==> config.mk <==
export PLATFORM = sky130hd
export DESIGN_NAME = drmf_div_stage
export DESIGN_NICKNAME = d
export VERILOG_FILES = /design/src/sv/drmf_pkg.sv /design/src/sv/drmf_div_stage.sv
export SDC_FILE = /design/constraint.sdc
export NUM_CORES = 1
export LEC_CHECK = 0
export BUFFER_PORTS_ARGS = -buffer_cell sky130_fd_sc_hd__clkbuf_2
export CAP_MARGIN = 15
export CORE_AREA = 2 2 271 273
export DETAILED_ROUTE_END_ITERATION = 10
export DIE_AREA = 0 0 273 275
export PLACE_DENSITY = 0.57
export SETUP_SLACK_MARGIN = 0.5
export SLEW_MARGIN = 0
export SYNTH_ARGS = -nofsm -noshare
export SYNTH_HDL_FRONTEND = slang
export SYNTH_SLANG_ARGS = --single-unit
export TNS_END_PERCENT = 100
==> constraint.sdc <==
create_clock -name i_clk -period 5.8 [get_ports i_clk]
set_input_delay 1.16 -clock i_clk [delete_from_list [all_inputs] [get_ports i_clk]]
set_output_delay 1.16 -clock i_clk [all_outputs]
set_load 0.005 [all_outputs]
==> src/sv/drmf_pkg.sv <==
// shared types and constants for the depth reprojection motion field block
package drmf_pkg;

    localparam int FRAC_BITS  = 16;
    localparam int MAX_WIDTH  = 4096;
    localparam int MAX_HEIGHT = 4096;

    localparam int COORD_W = 12;
    localparam int COEF_W  = 32;
    localparam int DEPTH_W = 32;
    localparam int S_W     = COEF_W + COORD_W + 3;
    localparam int HI_W    = S_W - FRAC_BITS;
    localparam int M1_W    = HI_W + DEPTH_W;
    localparam int M2_W    = FRAC_BITS + DEPTH_W;
    localparam int SUM_W   = 66;
    localparam int P_W     = 63;
    localparam int MAG_W   = 62;
    localparam int QB      = 34;
    localparam int SH      = QB - FRAC_BITS;
    localparam int MOT_W   = QB + 2;

    localparam int NUM_REGS = 6;
    localparam int ADDR_W   = 6;
    localparam int IDX_W    = 3;

    localparam logic [1:0] ST_OK   = 2'd0;
    localparam logic [1:0] ST_ZERO = 2'd1;
    localparam logic [1:0] ST_SAT  = 2'd2;

    typedef struct packed {
        logic [MAG_W-1:0] rem;
        logic [QB-1:0]    nlow;
        logic [QB-1:0]    q;
    } t_lane;

    typedef struct packed {
        logic [COORD_W-1:0] col;
        logic [COORD_W-1:0] row;
        logic               neg_x;
        logic               neg_y;
        logic               zero;
        logic               sat;
        logic               ovf_x;
        logic               ovf_y;
        logic [MAG_W-1:0]   den;
        t_lane              lx;
        t_lane              ly;
    } t_div;

endpackage

==> src/sv/drmf_div_stage.sv <==
// one quotient bit of the two dividers, registered
module drmf_div_stage
    import drmf_pkg::*;
(
    input  logic i_clk,
    input  logic i_en,
    input  t_div i_item,
    output t_div o_item
);

    t_div r_item;
    t_div n_item;

    function automatic t_lane div_step(t_lane l, logic [MAG_W-1:0] den);
        logic [MAG_W:0] t;
        logic [MAG_W:0] dif;
        logic           ge;
        t_lane          r;
        t = {l.rem, l.nlow[QB-1]};
        dif = t - {1'b0, den};
        ge = (t >= {1'b0, den});
        r.rem = ge ? dif[MAG_W-1:0] : t[MAG_W-1:0];
        r.nlow = {l.nlow[QB-2:0], 1'b0};
        r.q = {l.q[QB-2:0], ge};
        return r;
    endfunction

    always_comb begin
        n_item = i_item;
        n_item.lx = div_step(i_item.lx, i_item.den);
        n_item.ly = div_step(i_item.ly, i_item.den);
    end

    always_ff @(posedge i_clk) begin
        if (i_en) begin
            r_item <= n_item;
        end
    end

    assign o_item = r_item;

endmodule

# After elaboration in Yosys (flattened, before gate mapping)
# Index checks and enable logic that the tools add are counted.
[totals]
in_bits = 354
output_inout_bits = 352
regBits = 350
elab_cells = 21
[classes]
magnitude_cmp = 2
muxes = 2
add_sub_neg = 2
[ops]
columns = ["operator", "count"]
rows = [
  ["63-bit by 62-bit greater-or-equal comparator with 1-bit output", 2],
  ["62-bit two-way mux", 2],
  ["62-bit subtractor", 2],
]

# Longest topological paths before layout
[depth]
ltp_word = 2
mapped_depth = 16
mapped_depth_nobuf = 14

# Worst setup path after synthesis
# Ideal clock, no wire load.
[synth_path]
kind = "in2reg"
start = "in i_item[67] in the netlist's numbering"
end = "reg r_item, in the netlist o_item[110] (data pin)"
slack_ns = 1.540
path_stages = 14
setup_time_ns = 0.260
t_required_ns = 5.540
arrival_time_ns = 4.000
n_path_buf = 0
path_cell_list = "inv_1 > ha_1 > inv_1 > fa_1 > a211oi_1 > o21bai_1 > o22a_1 > a21o_1 > a311oi_1 > o21ai_1 > a221oi_1 > o21ai_0 > xor2_1 > mux2_2"
[synth_lines]
columns = ["element", "line", "rtl"]
rows = [
  ["from (decl)", "drmf_div_stage.sv:7", "input t_div i_item,"],
  ["to (signal assigned)", "drmf_div_stage.sv:36", "r_item <= n_item;"],
  ["to (decl)", "drmf_div_stage.sv:11", "t_div r_item;"],
]

==> results.json <==
{
  "status": "finished clean",
  "std_cell_rows": 99,
  "yosys.area.top_type_share_pct": 54.1,
  "globalRouteMet2Util_pct": 38.6,
  "track_usage_pct": 20.7,
  "clkPwrFrac_pct": 37.2,
  "overflow": 0,
  "final-hold-violation-count": 0,
  "crit_chain": "clkbuf_2 -> ha_1 -> inv_1 -> fa_1 -> a21o_1 -> a311oi_1 -> nor2_1 -> o21ai_0 -> a211oi_1 -> or3_1 -> a31oi_1 -> nor2_1 -> nor4_1 -> o31ai_1",
  "yosys-top-cells-area": "edfxtp_1, ha_1, a21oi_1, mux2_2, xnor2_1",
  "postCtsHoldBufs": 0,
  "dr.first_iter.drc_count": 1146,
  "cp.required_ns": 6.12,
  "ys_async_sr_fraction_pct": 0,
  "cts.path.max_buffers": 3,
  "min_period_over_period_pct": 79.3,
  "numCtsBuffers": 44,
  "synth-edff-count": 350,
  "start_util_pct": 26.9,
  "syn_area_per_cell_um2": 11.4,
  "ys_types": 73,
  "largest_reg_flops": 350,
  "path_clk_slew_ns": 0.06,
  "antenna_found_initial": 16,
  "cts.sinks": 350,
  "vias_per_cell": 4.91,
  "crit_path_max_fanout": 5,
  "cp_top_family": "compound AO/OA/AOI/OAI gates",
  "yosysWarnings": 0,
  "area_delta_synth_final_pct": 31.6,
  "fp.dieArea_mm2": 0.0751,
  "cts_resized": 0,
  "grt_pass1_vias": 16300,
  "critical_path_arrival_ns": 4.92,
  "synthCells": 1707,
  "root_buffer": "clkbuf_16",
  "dp_hpwl_um": 67200,
  "core_mm2": 0.0723,
  "ys_seq_elements": 350,
  "maxSlewHeadroom_pct": 35.1,
  "layout-drive-gt1-share_pct": 34.8,
  "die_width_um": 273,
  "drtPass1Iterations": 5,
  "layout_min_cycle_time_ns": 4.60,
  "cp_slowest_cell": "a31oi_1",
  "gp_congestion": 0.895,
  "end_kind": "flop",
  "worst-path-buf-inv": 2,
  "start_kind": "primary input",
  "synth_ff_type": "edfxtp_1",
  "drc": 0,
  "wire_per_inst_um": 24.1,
  "setup_violations": 0,
  "cts_tree": "done",
  "path_class": "primary input to flop",
  "slew_violations": 0,
  "hold_path_class": "primary input to flop",
  "gr-usage-met1_pct": 23.1,
  "switching_share_pct": 29.2,
  "nNetsFinal": 2894,
  "max_stage_delay_ns": 0.57,
  "ant_nets": 0,
  "tns_ns": 0,
  "maxCapViolations": 0,
  "final_area_mm2": 0.0256,
  "postCtsSetupBuffers": 0,
  "fmax_mhz": 217,
  "grt_max_degree": 115,
  "syn_area_mm2": 0.0194,
  "p_int_uw": 5610,
  "ir_worst_vdd_mv": 0.204,
  "grt.busiest_layer": "met2",
  "pwr-share-comb_pct": 22.1,
  "via_count": 16800,
  "grt_pass1_wl_um": 113000,
  "use_met3_pct": 5.23,
  "wl_um": 82200,
  "p_leak_uw": 0.0112,
  "synth_area_leader_cell": "edfxtp_1",
  "rsz0062_at_grt": "false",
  "yosysSeqAreaShare_pct": 54.1,
  "postPlaceCellArea_mm2": 0.0240,
  "port_buffers": 701,
  "seqPwrFrac_pct": 40.7,
  "htree_levels": 2,
  "die_y_um": 275,
  "tightestPinTransition_ns": 0.965,
  "boundaryPins": 706,
  "p_sw_uw": 2310,
  "cp_common_cell": "nor2_1",
  "powerDensity_mw_per_mm2": 310
}
-- stage by stage --
step	util, %	hold WS [ns]	total power (uW)	std cells	worst slack (ns)
after global routing	35.3	0.722	8280	3406	0.985
after floorplan	-	1.26	4160	1708	1.54
final	35.4	0.746	7920	3412	1.20
after global placement	33.2	1.34	5020	3325	0.641
after CTS	35.3	0.712	8020	3406	1.21
after detailed placement	33.2	1.34	5030	3325	0.589
-- power by group through the flow --
| stage | Sequential, uW | Combinational, uW | Clock (uW) |
|---|---|---|---|
| 6_report | 3230 | 1750 | 2950 |
| 5_1_grt | 3250 | 1910 | 3120 |
| 4_1_cts | 3230 | 1770 | 3020 |
| 3_5_place_dp | 3280 | 1750 | 0 |
| 3_3_place_gp | 3280 | 1740 | 0 |
| 2_1_floorplan | 3280 | 877 | 0 |
-- cells in the mapped netlist (all sizes together), types with 3 or more instances --
cell type / number
a211o: 7
a211oi: 14
a21boi: 6
a21o: 48
a21oi: 190
a221o: 5
a221oi: 5
a31oi: 17
a41oi: 3
and2: 6
and3: 12
and4: 4
buf: 15
clkbuf: 45
edfxtp: 350
ha: 126
inv: 106
mux2: 59
mux2i: 4
nand2: 127
nand2b: 16
nand3: 22
nand4: 41
nor2: 120
nor2b: 14
nor3: 23
nor4: 6
o211a: 6
o211ai: 10
o21a: 15
o21ai: 87
o21bai: 34
o221ai: 3
o31a: 3
o31ai: 14
o41ai: 3
or3: 6
or4: 3
xnor2: 65
xor2: 42
-- layout make-up --
cell class                      instances  area (um^2)
Fill cell                            7374        46800
Antenna cell                            6         15.0
Clock buffer                           48         1120
Clock inverter                         33          403
Inverter                              106          398
Sequential cell                       350        10500
Timing Repair Buffer                  718         3700
Tap cell                              959         1200
Multi-Input combinational cell       1192         8240
-- final timing paths --
check | to | depth (start not counted) | slack (ns) | start
worst max-delay path | o_item[252] | 14 | 1.20 | i_item[260]
worst min-delay path | o_item[172] | 1 | 0.75 | i_item[171]
-- metal layers --
layer | wire (um) | vias to the layer above
met5 | 131 | -
met4 | 2440 | 22
met3 | 5800 | 115
met2 | 42700 | 663
met1 | 31100 | 8144
li1 | - | 7818
-- cells by family after synthesis --
family,after synthesis,share of synthesized area (%)
mux,63,3.63
compound gates,486,15.9
buf+inv,166,3.54
other cells,1,0.0193
fa+ha+maj,128,8.32
xor+xnor,107,4.82
flops,350,54.1
simple gates,406,9.73
-- placed cells by master (no fill, tap or decap), types with 5 or more instances in the layout --
cell | synthesis | routed
a211o_1 | 7 | 7
a211oi_1 | 13 | 13
a21boi_0 | 5 | 5
a21o_1 | 47 | 47
a21oi_1 | 190 | 190
a221o_1 | 5 | 5
a221oi_1 | 5 | 5
a31oi_1 | 15 | 15
and2_1 | 5 | 5
and3_1 | 12 | 12
buf_4 | 3 | 13
bufinv_16 | 0 | 8
clkbuf_16 | 0 | 44
clkbuf_2 | 0 | 700
clkinv_1 | 0 | 12
diode_2 | 0 | 6
edfxtp_1 | 350 | 350
ha_1 | 126 | 126
inv_1 | 105 | 105
mux2_2 | 55 | 55
nand2_1 | 127 | 127
nand2b_1 | 16 | 16
nand3_1 | 22 | 22
nand4_1 | 41 | 41
nor2_1 | 120 | 120
nor2b_1 | 14 | 14
nor3_1 | 23 | 23
nor4_1 | 6 | 6
o211a_1 | 6 | 6
o211ai_1 | 10 | 10
o21a_1 | 14 | 14
o21ai_0 | 85 | 85
o21bai_1 | 34 | 34
o31ai_1 | 14 | 14
or3_1 | 6 | 6
xnor2_1 | 65 | 65
xor2_1 | 42 | 42
No activity file was read; power rests on OpenSTA's default activity.
